`src/rtl/percent_url_encoder_top_macros.svh`:
```
// Assertion macros for the percent URL encoder.
// Used by percent_url_encoder_top.sv; expects signals named clock and reset in scope.
`ifndef PERCENT_URL_ENCODER_TOP_MACROS_SVH
`define PERCENT_URL_ENCODER_TOP_MACROS_SVH

`ifndef SYNTHESIS
// Same-cycle implication, checked outside reset.
`define PUE_ASSERT_NOW(lbl, ante, cons) \
   lbl: assert property (@(posedge clock) disable iff (reset) (ante) |-> (cons)) \
      else $error("percent_url_encoder: assertion failed");
// Next-cycle implication, checked outside reset.
`define PUE_ASSERT_NEXT(lbl, ante, cons) \
   lbl: assert property (@(posedge clock) disable iff (reset) (ante) |=> (cons)) \
      else $error("percent_url_encoder: assertion failed");
`else
`define PUE_ASSERT_NOW(lbl, ante, cons)
`define PUE_ASSERT_NEXT(lbl, ante, cons)
`endif

`endif

```
`src/rtl/pue_pkg.sv`:
```
// Types, constants and character-class functions for the percent URL encoder.
// No dependencies; imported by percent_url_encoder_top.
package pue_pkg;

   typedef logic [7:0] char_type;
   typedef logic [1:0] mode_type;
   typedef logic [1:0] phase_type;

   // Punctuation sets selected by the mode register
   localparam mode_type MODE_ALL       = 2'd0;
   localparam mode_type MODE_COMPONENT = 2'd1;
   localparam mode_type MODE_FULL_URI  = 2'd2;
   localparam mode_type MODE_ESCAPE    = 2'd3;

   // Output character position within an encoded triple
   localparam phase_type PH_PCT = 2'd0;
   localparam phase_type PH_HI  = 2'd1;
   localparam phase_type PH_LO  = 2'd2;

   localparam char_type CHAR_PCT = 8'h25;

   function automatic logic is_alnum(input char_type b);
      return (b inside {[8'h30:8'h39], [8'h41:8'h5A], [8'h61:8'h7A]});
   endfunction

   function automatic logic in_mode_set(input char_type b, input mode_type m);
      logic hit;
      hit = 1'b0;
      case (m)
         MODE_COMPONENT: begin
            hit = (b inside {"!", "'", "(", ")", "*", "-", ".", "_", "~"});
         end
         MODE_FULL_URI: begin
            hit = (b inside {"!", "#", "$", "&", "'", "(", ")", "*", "+", ",",
                             "-", ".", "/", ":", ";", "=", "?", "@", "_", "~"});
         end
         MODE_ESCAPE: begin
            hit = (b inside {"*", "+", "-", ".", "/", "@"});
         end
         default: begin
            hit = 1'b0;
         end
      endcase
      return hit;
   endfunction

   // True when the byte has to become a %XX triple
   function automatic logic needs_encode(input char_type b, input mode_type m);
      return !(is_alnum(b) || b[7] || in_mode_set(b, m));
   endfunction

   function automatic char_type hex_digit(input logic [3:0] n);
      char_type d;
      if (n > 4'd9) begin
         d = 8'h41 + {4'd0, n} - 8'd10;
      end else begin
         d = 8'h30 + {4'd0, n};
      end
      return d;
   endfunction

endpackage

```
`src/rtl/percent_url_encoder_top.sv`:
```
// Percent URL encoder: byte stream in, URL-encoded character stream out.
// Depends on pue_pkg.sv and percent_url_encoder_top_macros.svh.
//
//   channel   dir  word               handshake
//   req_*     in   one raw byte       req_tvalid / req_tready
//   rsp_*     out  one output char    rsp_tvalid / rsp_tready, tlast ends a byte's run
//   csr_*     in   encode mode (2b)   csr_wen, no back-pressure
//
// A byte that passes unchanged occupies the single character output register as
// one word, an encoded byte as three ('%', high hex digit, low hex digit), each
// held until taken. An accepted byte goes into the input register, then moves
// into the output register once that is empty or finishing its run, and there
// its first character is presented. Reset (synchronous) empties both stages and
// sets the mode to encode-all. A stalled output holds its word; the input
// register can still take one byte while a finished word waits.
`include "percent_url_encoder_top_macros.svh"

module percent_url_encoder_top (
   input  logic             clock,
   input  logic             reset,
   // slave side
   input  logic             req_tvalid,
   output logic             req_tready,
   input  pue_pkg::char_type req_tdata,   // [7:0] in_byte
   // master side
   output logic             rsp_tvalid,
   input  logic             rsp_tready,
   output pue_pkg::char_type rsp_tdata,   // [7:0] out_char
   output logic             rsp_tlast,    // last_of_run
   // configuration
   input  logic             csr_wen,
   input  pue_pkg::mode_type csr_wdata     // [1:0] encode_mode
);
   import pue_pkg::*;

   // Mode register
   mode_type  mode_ff, mode_in;

   // Input stage: byte plus its precomputed encode decision
   logic      in_valid_ff, in_valid_in;
   char_type  in_byte_ff, in_byte_in;
   logic      in_enc_ff, in_enc_in;

   // Output stage: byte being emitted and position within its run
   logic      out_valid_ff, out_valid_in;
   char_type  out_byte_ff, out_byte_in;
   logic      out_enc_ff, out_enc_in;
   phase_type out_phase_ff, out_phase_in;

   logic      out_last;
   logic      out_take;
   logic      out_done;
   logic      out_load;
   logic      in_take;

   // Last word of the run: a passed byte, or the low digit of a triple
   assign out_last = !out_enc_ff || (out_phase_ff == PH_LO);
   assign out_take = out_valid_ff && rsp_tready;
   assign out_done = out_take && out_last;
   // Refill the output stage when it is empty or finishes its run this cycle
   assign out_load = in_valid_ff && (!out_valid_ff || out_done);
   assign req_tready = !in_valid_ff || out_load;
   assign in_take = req_tvalid && req_tready;

   always_comb begin
      mode_in = csr_wen ? csr_wdata : mode_ff;
   end

   always_comb begin
      in_valid_in = in_valid_ff;
      in_byte_in  = in_byte_ff;
      in_enc_in   = in_enc_ff;
      if (in_take) begin
         in_valid_in = 1'b1;
         in_byte_in  = req_tdata;
         // Mode must only change while idle (the user's duty, not enforced here), so decide the class on entry
         in_enc_in   = needs_encode(req_tdata, mode_ff);
      end else if (out_load) begin
         in_valid_in = 1'b0;
      end
   end

   always_comb begin
      out_valid_in = out_valid_ff;
      out_byte_in  = out_byte_ff;
      out_enc_in   = out_enc_ff;
      out_phase_in = out_phase_ff;
      if (out_load) begin
         out_valid_in = 1'b1;
         out_byte_in  = in_byte_ff;
         out_enc_in   = in_enc_ff;
         out_phase_in = PH_PCT;
      end else if (out_done) begin
         out_valid_in = 1'b0;
      end else if (out_take) begin
         // advance to the next character of the triple
         out_phase_in = out_phase_ff + 2'd1;
      end
   end

   always_comb begin
      case (out_phase_ff)
         PH_PCT:  rsp_tdata = out_enc_ff ? CHAR_PCT : out_byte_ff;
         PH_HI:   rsp_tdata = hex_digit(out_byte_ff[7:4]);
         PH_LO:   rsp_tdata = hex_digit(out_byte_ff[3:0]);
         default: rsp_tdata = out_byte_ff;
      endcase
   end

   assign rsp_tvalid = out_valid_ff;
   assign rsp_tlast  = out_last;

   always_ff @(posedge clock) begin
      if (reset) begin
         mode_ff      <= MODE_ALL;
         in_valid_ff  <= 1'b0;
         out_valid_ff <= 1'b0;
         out_phase_ff <= PH_PCT;
      end else begin
         mode_ff      <= mode_in;
         in_valid_ff  <= in_valid_in;
         out_valid_ff <= out_valid_in;
         out_phase_ff <= out_phase_in;
      end
   end

   // payload: no reset needed
   always_ff @(posedge clock) begin
      in_byte_ff  <= in_byte_in;
      in_enc_ff   <= in_enc_in;
      out_byte_ff <= out_byte_in;
      out_enc_ff  <= out_enc_in;
   end

   `PUE_ASSERT_NOW(a_phase_only_when_encoding,
                   out_valid_ff && (out_phase_ff != PH_PCT), out_enc_ff)
   `PUE_ASSERT_NOW(a_phase_in_range, out_valid_ff, out_phase_ff != 2'd3)
   `PUE_ASSERT_NOW(a_triple_opens_with_pct,
                   out_valid_ff && out_enc_ff && (out_phase_ff == PH_PCT),
                   rsp_tdata == CHAR_PCT)
   `PUE_ASSERT_NEXT(a_mid_run_advances, out_take && !out_last,
                    out_valid_ff && (out_phase_ff == $past(out_phase_ff) + 2'd1))

endmodule
```
`config.mk`:
```
export PLATFORM = sky130hd
export DESIGN_NAME = percent_url_encoder_top
export DESIGN_NICKNAME = d
export VERILOG_FILES = /design/src/rtl/pue_pkg.sv /design/src/rtl/percent_url_encoder_top.sv
export VERILOG_INCLUDE_DIRS = /design/src /design/src/rtl
export SDC_FILE = /design/constraint.sdc
export NUM_CORES = 1
export LEC_CHECK = 0
export BUFFER_PORTS_ARGS = -buffer_cell sky130_fd_sc_hd__buf_4
export CAP_MARGIN = 25
export CORE_MARGIN = 3
export CORE_UTILIZATION = 49
export DETAILED_ROUTE_END_ITERATION = 6
export GPL_TIMING_DRIVEN = 1
export PLACE_DENSITY = 0.75
export SYNTH_ARGS = -nofsm -noshare
export SYNTH_HDL_FRONTEND = slang
export SYNTH_SLANG_ARGS = --single-unit
export TNS_END_PERCENT = 20
```
`constraint.sdc`:
```
create_clock -name clock -period 1.8 [get_ports clock]
set_input_delay 0.18 -clock clock [delete_from_list [all_inputs] [get_ports clock]]
set_output_delay 0.18 -clock clock [all_outputs]
set_load 0.05 [all_outputs]
```
==> results of run 1 <==
[worst reg2reg max path, cell delays in order (launching register included)]
cell      delay, ns
dfxtp_1        0.42
ha_1           0.20
nand2b_4       0.14
a21boi_4       0.06
nor2b_2        0.42
[path summary, 6_finish.rpt]
check              endpoint             from  cells past startpoint
max            rsp_tdata[0]   out_byte_ff[5]                      8
min reg2reg  out_byte_ff[7]    in_byte_ff[7]                      0
max reg2reg  out_byte_ff[6]  out_phase_ff[1]                      4
min              rsp_tvalid            reset                      2
[flip-flops by register name, summed over array words and instances (netlist names)]
register / count
mode_ff: 2
rsp_tvalid: 1
in_enc_ff: 1
in_byte_ff: 8
in_valid_ff: 1
out_byte_ff: 8
out_phase_ff: 2
out_enc_ff: 1
[metrics by stage]
stage	TNS [ns]	worst slack, ns	std cells	instance area, um2	hold WS, ns
after detailed placement	-0.371	-0.117	198	1720	0.394
after global placement	-0.126	-0.0768	198	1720	0.390
after floorplan	-1.44	-0.132	136	1440	0.252
after global routing	-2.79	-0.482	208	1900	0.0519
after CTS	-1.93	-0.397	205	1860	0.0459
final	-1.90	-0.375	208	1900	0.0555
[area by class of cell]
cell class | count | area [um2] | share of cell area
Clock buffer | 4 | 36.3 | 0.0191
Tap cell | 30 | 37.5 | 0.0198
Timing Repair Buffer | 41 | 345 | 0.182
Sequential cell | 24 | 662 | 0.349
Multi-Input combinational cell | 97 | 772 | 0.407
Inverter | 12 | 45.0 | 0.0237
[layer usage]
metal / GRT usage / wire length, um / vias to the layer above
met5: 0 / 0 / -
met4: 0.100 / 84 / 0
met3: 0.0132 / 134 / 9
met2: 0.336 / 1570 / 41
met1: 0.206 / 1220 / 543
li1: - / - / 582
[synth_stat cells, drive strengths merged (2+ instances only)]
cell type  count
nand2         14
nor4b          2
and2           3
mux2i          4
o21ai          8
a21oi          8
nand3          2
nor2           8
buf            2
dfxtp          6
o22ai          2
a21o           2
nand2b         2
xnor2          4
nor3           7
inv           12
a31oi          4
a22oi          2
edfxtp        18
o21a           2
ha             8
[what timing repair did]
item	4_1_cts	5_1_grt
resized for setup	24	4
pin swaps	7	2
setup endpoints to repair	18	9
buffers inserted	3	3
[kinds of logic (layout without fill, tap and decap cells)]
logic type               Yosys count  in the layout
buffers and inverters             15             57
AND/OR/NAND/NOR                   45             45
multiplexers                       4              4
AO/OA/AOI/OAI                     36             36
flip-flops                        24             24
adder cells (fa/ha/maj)            8              8
XOR/XNOR                           4              4
[power by group]
part | internal, mW | total, mW | switching, mW
registers | 0.628 | 0.647 | 0.0194
logic | 0.120 | 0.277 | 0.157
clock network | 0.124 | 0.273 | 0.150
total | 0.871 | 1.20 | 0.326
==> metrics.yaml, run 1 <==
status:
  status: "finished, violations left"
  failed_checks: "negative setup slack"
floorplanning:
  row_count: 18
  core_area_um2: 2570
  initial_utilization: 0.535
  die_h_um: 58.9
  dieArea_um2: 3470
  io_pins: 26
  die_x_um: 58.9
finish:
  layout_commonest_cell: "buf_4"
  final_cell_mix: "31 x buf_4, 18 x edfxtp_1, 13 x nand2_1, 10 x inv_1, 10 x buf_6"
  antenna_cells: 0
  nNetsFinal: 202
  final_core_util: 0.739
  n_fill_cell: 188
  area_growth_pct: 38.3
  drive_gt1_frac: 0.410
synth:
  syn_avg_cell_area_um2: 10.1
  yosys.area_share.adder: 0.0729
  synth-seq-cells: 24
  async_reset_ff_frac: 0
  synth_edf_count: 18
  ys_top_cells_by_area: "edfxtp_1 39%, dfxtp_1 8.8%, ha_1 7.3%"
  synthesis.area_um2: 1370
  yosys_warnings: 0
  synthSimpleGateAreaFrac: 0.170
  syn_nets: 159
  synthDistinctLibCells: 40
  synth-xor-area-share: 0.0255
  postSynthCellCount: 136
  synth_top_family_by_area: "compound AO/OA/AOI/OAI gates"
  synthMuxAreaShare: 0.0292
  seq_area_frac_synth: 0.481
  synth.largest_area_cell: "edfxtp_1"
  ys.flop_type: "edfxtp_1"
  yosysTopAreaCellShare: 0.394
  synth_compound_area_frac: 0.172
routing:
  ant_nets: 0
  wirelength_mm: 3.01
  drt_iter0_drc: 56
  drt-wirelength-per-cell_um: 14.5
  drc: 0
  via_per_inst: 5.65
  dr.pass1.iters: 4
  vias: 1175
clock_tree:
  insertion_delay_ns: 0.31
  cts-root-buf: "clkbuf_4"
  cts_made_buffers: 3
  cts_hold_buf: 0
  clockBufferDepth: 2
  clkTransAtPathRegs_ns: 0.12
  cts_tree: "built"
  clock_sinks: 24
  h-tree-depth: 1
global_routing:
  grt_pass1_wl_mm: 4.85
  antenna_found_initial: 0
  grt_usage: 0.182
  grt_pass1_vias: 1126
  grt_max_degree: 14
  grt_overflow: 0
sta:
  period_needed_ns: 2.18
  finalSetupViolCount: 7
  fmax_ghz: 0.460
  fin_skew_ns: 0.00922
  rsz0062_at_grt: "true"
  relSlewSlack: 0.669
  post-route-period-util: 1.21
  slew_violations: 0
  hold_viol_final: 0
  worst_slack_ns: -0.375
  tightestPinTransition_ns: 0.489
place:
  io_buffers: 25
  gp_congestion: 0.858
  dp_hpwl_mm: 2.31
setup_path:
  cp_max_fo: 4
  cp_top_family: "compound AO/OA/AOI/OAI gates"
  worstSetupPathType: "reg2out"
  path_buf_inv: 2
  cpPeakStageDelay_ns: 0.42
  crit_path_start_kind: "flop"
  crit_required_ns: 1.62
  worstPathCellList: "inv_2 > ha_2 > nor2_4 > o21ai_4 > xnor2_2 > a222oi_1 > a21oi_2 > buf_6"
  cp.arrival_ns: 2.00
  ff2ff_setup_slack_ns: 0.21
  crit_path_end_kind: "primary output"
  cp_slowest_cell: "edfxtp_1"
run:
  maxCapViolations: 0
power:
  vdd_ir_drop_max_uv: 693
  leakage_nw: 0.786
  finalPower_mw: 1.20
  power_density_nw_per_um2: 631
worst_hold_path:
  hold_class: "in2reg"
(Power assumes the default switching activity.)
==> run 2: changes to the inputs <==
Settings changed: BUFFER_PORTS_ARGS -buffer_cell sky130_fd_sc_hd__buf_4 to -buffer_cell sky130_fd_sc_hd__buf_2, PLACE_DENSITY 0.75 to 0.85.
==> run 2 against run 1 <==
Net effect:
- the run still ends with negative setup slack left
- clock skew rose by 0.00077 ns
- non-clock buffer count is 5 higher
- critical path depth did not move
- maximum frequency is 1.5% lower
- register-to-register slack hardly changed
- utilization fell by 0.54 points
- critical endpoint unchanged
==> metrics.yaml, run 2 (synthesis gave the netlist of run 1 again) <==
floorplanning:
  row_count: 18  # unchanged
  initial_utilization: 0.535  # unchanged
  core_area_um2: 2570  # unchanged
  dieArea_um2: 3470  # unchanged
  die_h_um: 58.9  # unchanged
  io_pins: 26  # unchanged
  die_x_um: 58.9  # unchanged
setup_path:
  cp.arrival_ns: 2.03  # was 2.00 ns
  cpPeakStageDelay_ns: 0.42  # about the same
  cp_slowest_cell: "edfxtp_1"  # unchanged
  crit_path_end_kind: "primary output"  # unchanged
  worstSetupPathType: "reg2out"  # unchanged
  worstPathCellList: "inv_2 > ha_2 > nor2_4 > o21ai_4 > xnor2_2 > a222oi_1 > a21oi_2 > buf_6"  # unchanged
  r2r-start: "out_phase_ff[0]"  # was out_phase_ff[1]
  cp_max_fo: 4  # unchanged
  path_buf_inv: 2  # unchanged
  crit_required_ns: 1.62  # about the same
  critPathLaunch: "out_byte_ff[5]"  # unchanged
  cp_top_family: "compound AO/OA/AOI/OAI gates"  # unchanged
  crit_path_start_kind: "flop"  # unchanged
sta:
  fin_skew_ns: 0.00998  # was 0.00922 ns
  fmax_ghz: 0.453  # was 0.460 GHz
  finalSetupViolCount: 7  # unchanged
  rsz0062_at_grt: "true"  # unchanged
  relSlewSlack: 0.665  # was 0.669
  tightestPinTransition_ns: 0.495  # was 0.489 ns
  worst_slack_ns: -0.408  # was -0.375 ns
  hold_viol_final: 0  # unchanged
  slew_violations: 0  # unchanged
  period_needed_ns: 2.21  # was 2.18 ns
  post-route-period-util: 1.23  # was 1.21
  fin_tns_setup_ns: -1.97  # was -1.90 ns
worst_hold_path:
  hold_class: "in2reg"  # unchanged
  min_from: "req_tdata[7]"  # was reset
routing:
  wirelength_mm: 3.12  # was 3.01 mm
  drc: 0  # unchanged
  drt_iter0_drc: 60  # was 56
  drt-wirelength-per-cell_um: 14.6  # was 14.5 um
  vias: 1212  # was 1175
  via_per_inst: 5.69  # was 5.65
  ant_nets: 0  # unchanged
  dr.pass1.iters: 5  # was 4
power:
  power_density_nw_per_um2: 607  # was 631 nW/um2
  leakage_nw: 0.796  # was 0.786 nW
  finalPower_mw: 1.14  # was 1.20 mW
  vdd_ir_drop_max_uv: 477  # was 693 uV
clock_tree:
  clockBufferDepth: 2  # unchanged
  clkTransAtPathRegs_ns: 0.12  # about the same
  cts-root-buf: "clkbuf_4"  # unchanged
  insertion_delay_ns: 0.30  # was 0.31 ns
  h-tree-depth: 1  # unchanged
  cts_made_buffers: 3  # unchanged
  clock_sinks: 24  # unchanged
  cts_tree: "built"  # unchanged
status:
  failed_checks: "negative setup slack"  # unchanged
  status: "finished, violations left"  # unchanged
place:
  place_inst: 203  # was 198
  preCtsSetupSlack_ns: -0.157  # was -0.117 ns
  gp_congestion: 0.913  # was 0.858
  dp_hpwl_mm: 2.38  # was 2.31 mm
  io_buffers: 25  # unchanged
global_routing:
  met2_usage: 0.394  # was 0.336
  grt_overflow: 0  # unchanged
  grt_max_degree: 14  # unchanged
  met3_usage: 0.0263  # was 0.0132
  grt_usage: 0.200  # was 0.182
  antenna_found_initial: 0  # unchanged
  met1_usage: 0.208  # was 0.206
  busiest_layer: "met2"  # unchanged
  grt_pass1_vias: 1221  # was 1126
  grt_pass1_wl_mm: 5.27  # was 4.85 mm
finish:
  drive_gt1_frac: 0.432  # was 0.410
  regArea_um2: 663  # was 662 um2
  area_growth_pct: 37.3  # was 38.3%
  n_fill_cell: 181  # was 188
  final_cell_mix: "22 x buf_4, 18 x edfxtp_1, 16 x buf_2, 13 x nand2_1, 11 x inv_1"  # was 31 x buf_4, 18 x edfxtp_1, 13 x nand2_1, 10 x inv_1, 10 x buf_6
  reg_top3: "in_byte_ff (8), out_byte_ff (8)"  # unchanged
  multi_input_area_um2: 777  # was 772 um2
  layout_commonest_cell: "buf_4"  # unchanged
  nNetsFinal: 207  # was 202
  final_core_util: 0.734  # was 0.739
  antenna_cells: 0  # unchanged
  fin_cells: 213  # was 208
run:
  maxCapViolations: 0  # unchanged
==> run 2: cell types whose count changed in the layout (fill, tap and decap cells not counted), sizes merged <==
cell,before,now
buf,41,46
==> run 2: final cells by class <==
cell class	count	area share
Multi-Input combinational cell	97	0.412
Sequential cell	24	0.352
Tap cell	30	0.0199
Timing Repair Buffer	46	0.178
Inverter	12	0.0239
Clock buffer	4	0.0139
==> run 2: routing by layer <==
layer / share of wire / routed length [um]
met4: 0.0055 / 17
met5: 0 / 0
met2: 0.57 / 1790
met3: 0.036 / 113
met1: 0.38 / 1200
==> run 2: worst register-to-register path: cells and delay by family, from the launching register on <==
kind / cells / cell delay, ns
AO/OA/AOI/OAI: 1 / 0.06
flip-flops: 1 / 0.34
adder cells (fa/ha/maj): 1 / 0.19
buffers and inverters: 1 / 0.09
AND/OR/NAND/NOR: 2 / 0.55
==> run 2: stage by stage <==
| stage | instance area (um2) | hold slack (ns) |
|---|---|---|
| detailed placement | 1690 | 0.405 |
| global route | 1880 | 0.0867 |
| global placement | 1690 | 0.400 |
| CTS | 1830 | 0.0969 |
| finish | 1880 | 0.114 |
| floorplan | 1440 | 0.252 |
==> run 2: repair_timing <==
action | in CTS | in global routing
hold buffers | 0 | 0
buffers inserted | 4 | 2
setup endpoints to repair | 17 | 9
resized for setup | 26 | 12
pin swaps | 5 | 5
==> run 2: report_power, final <==
part           internal, mW  switching, mW  leakage (nW)
registers             0.627         0.0193         0.223
clock network        0.0862          0.140        0.0150
logic                 0.111          0.159         0.558
==> run 2: path summary, 6_finish.rpt <==
kind                          to  slack [ns]  cells past startpoint
setup / recovery    rsp_tdata[0]       -0.41                      8
hold / removal     in_byte_ff[7]        0.11                      1
setup reg to reg  out_byte_ff[1]        0.22                      5
hold reg to reg   out_byte_ff[6]        0.44                      0
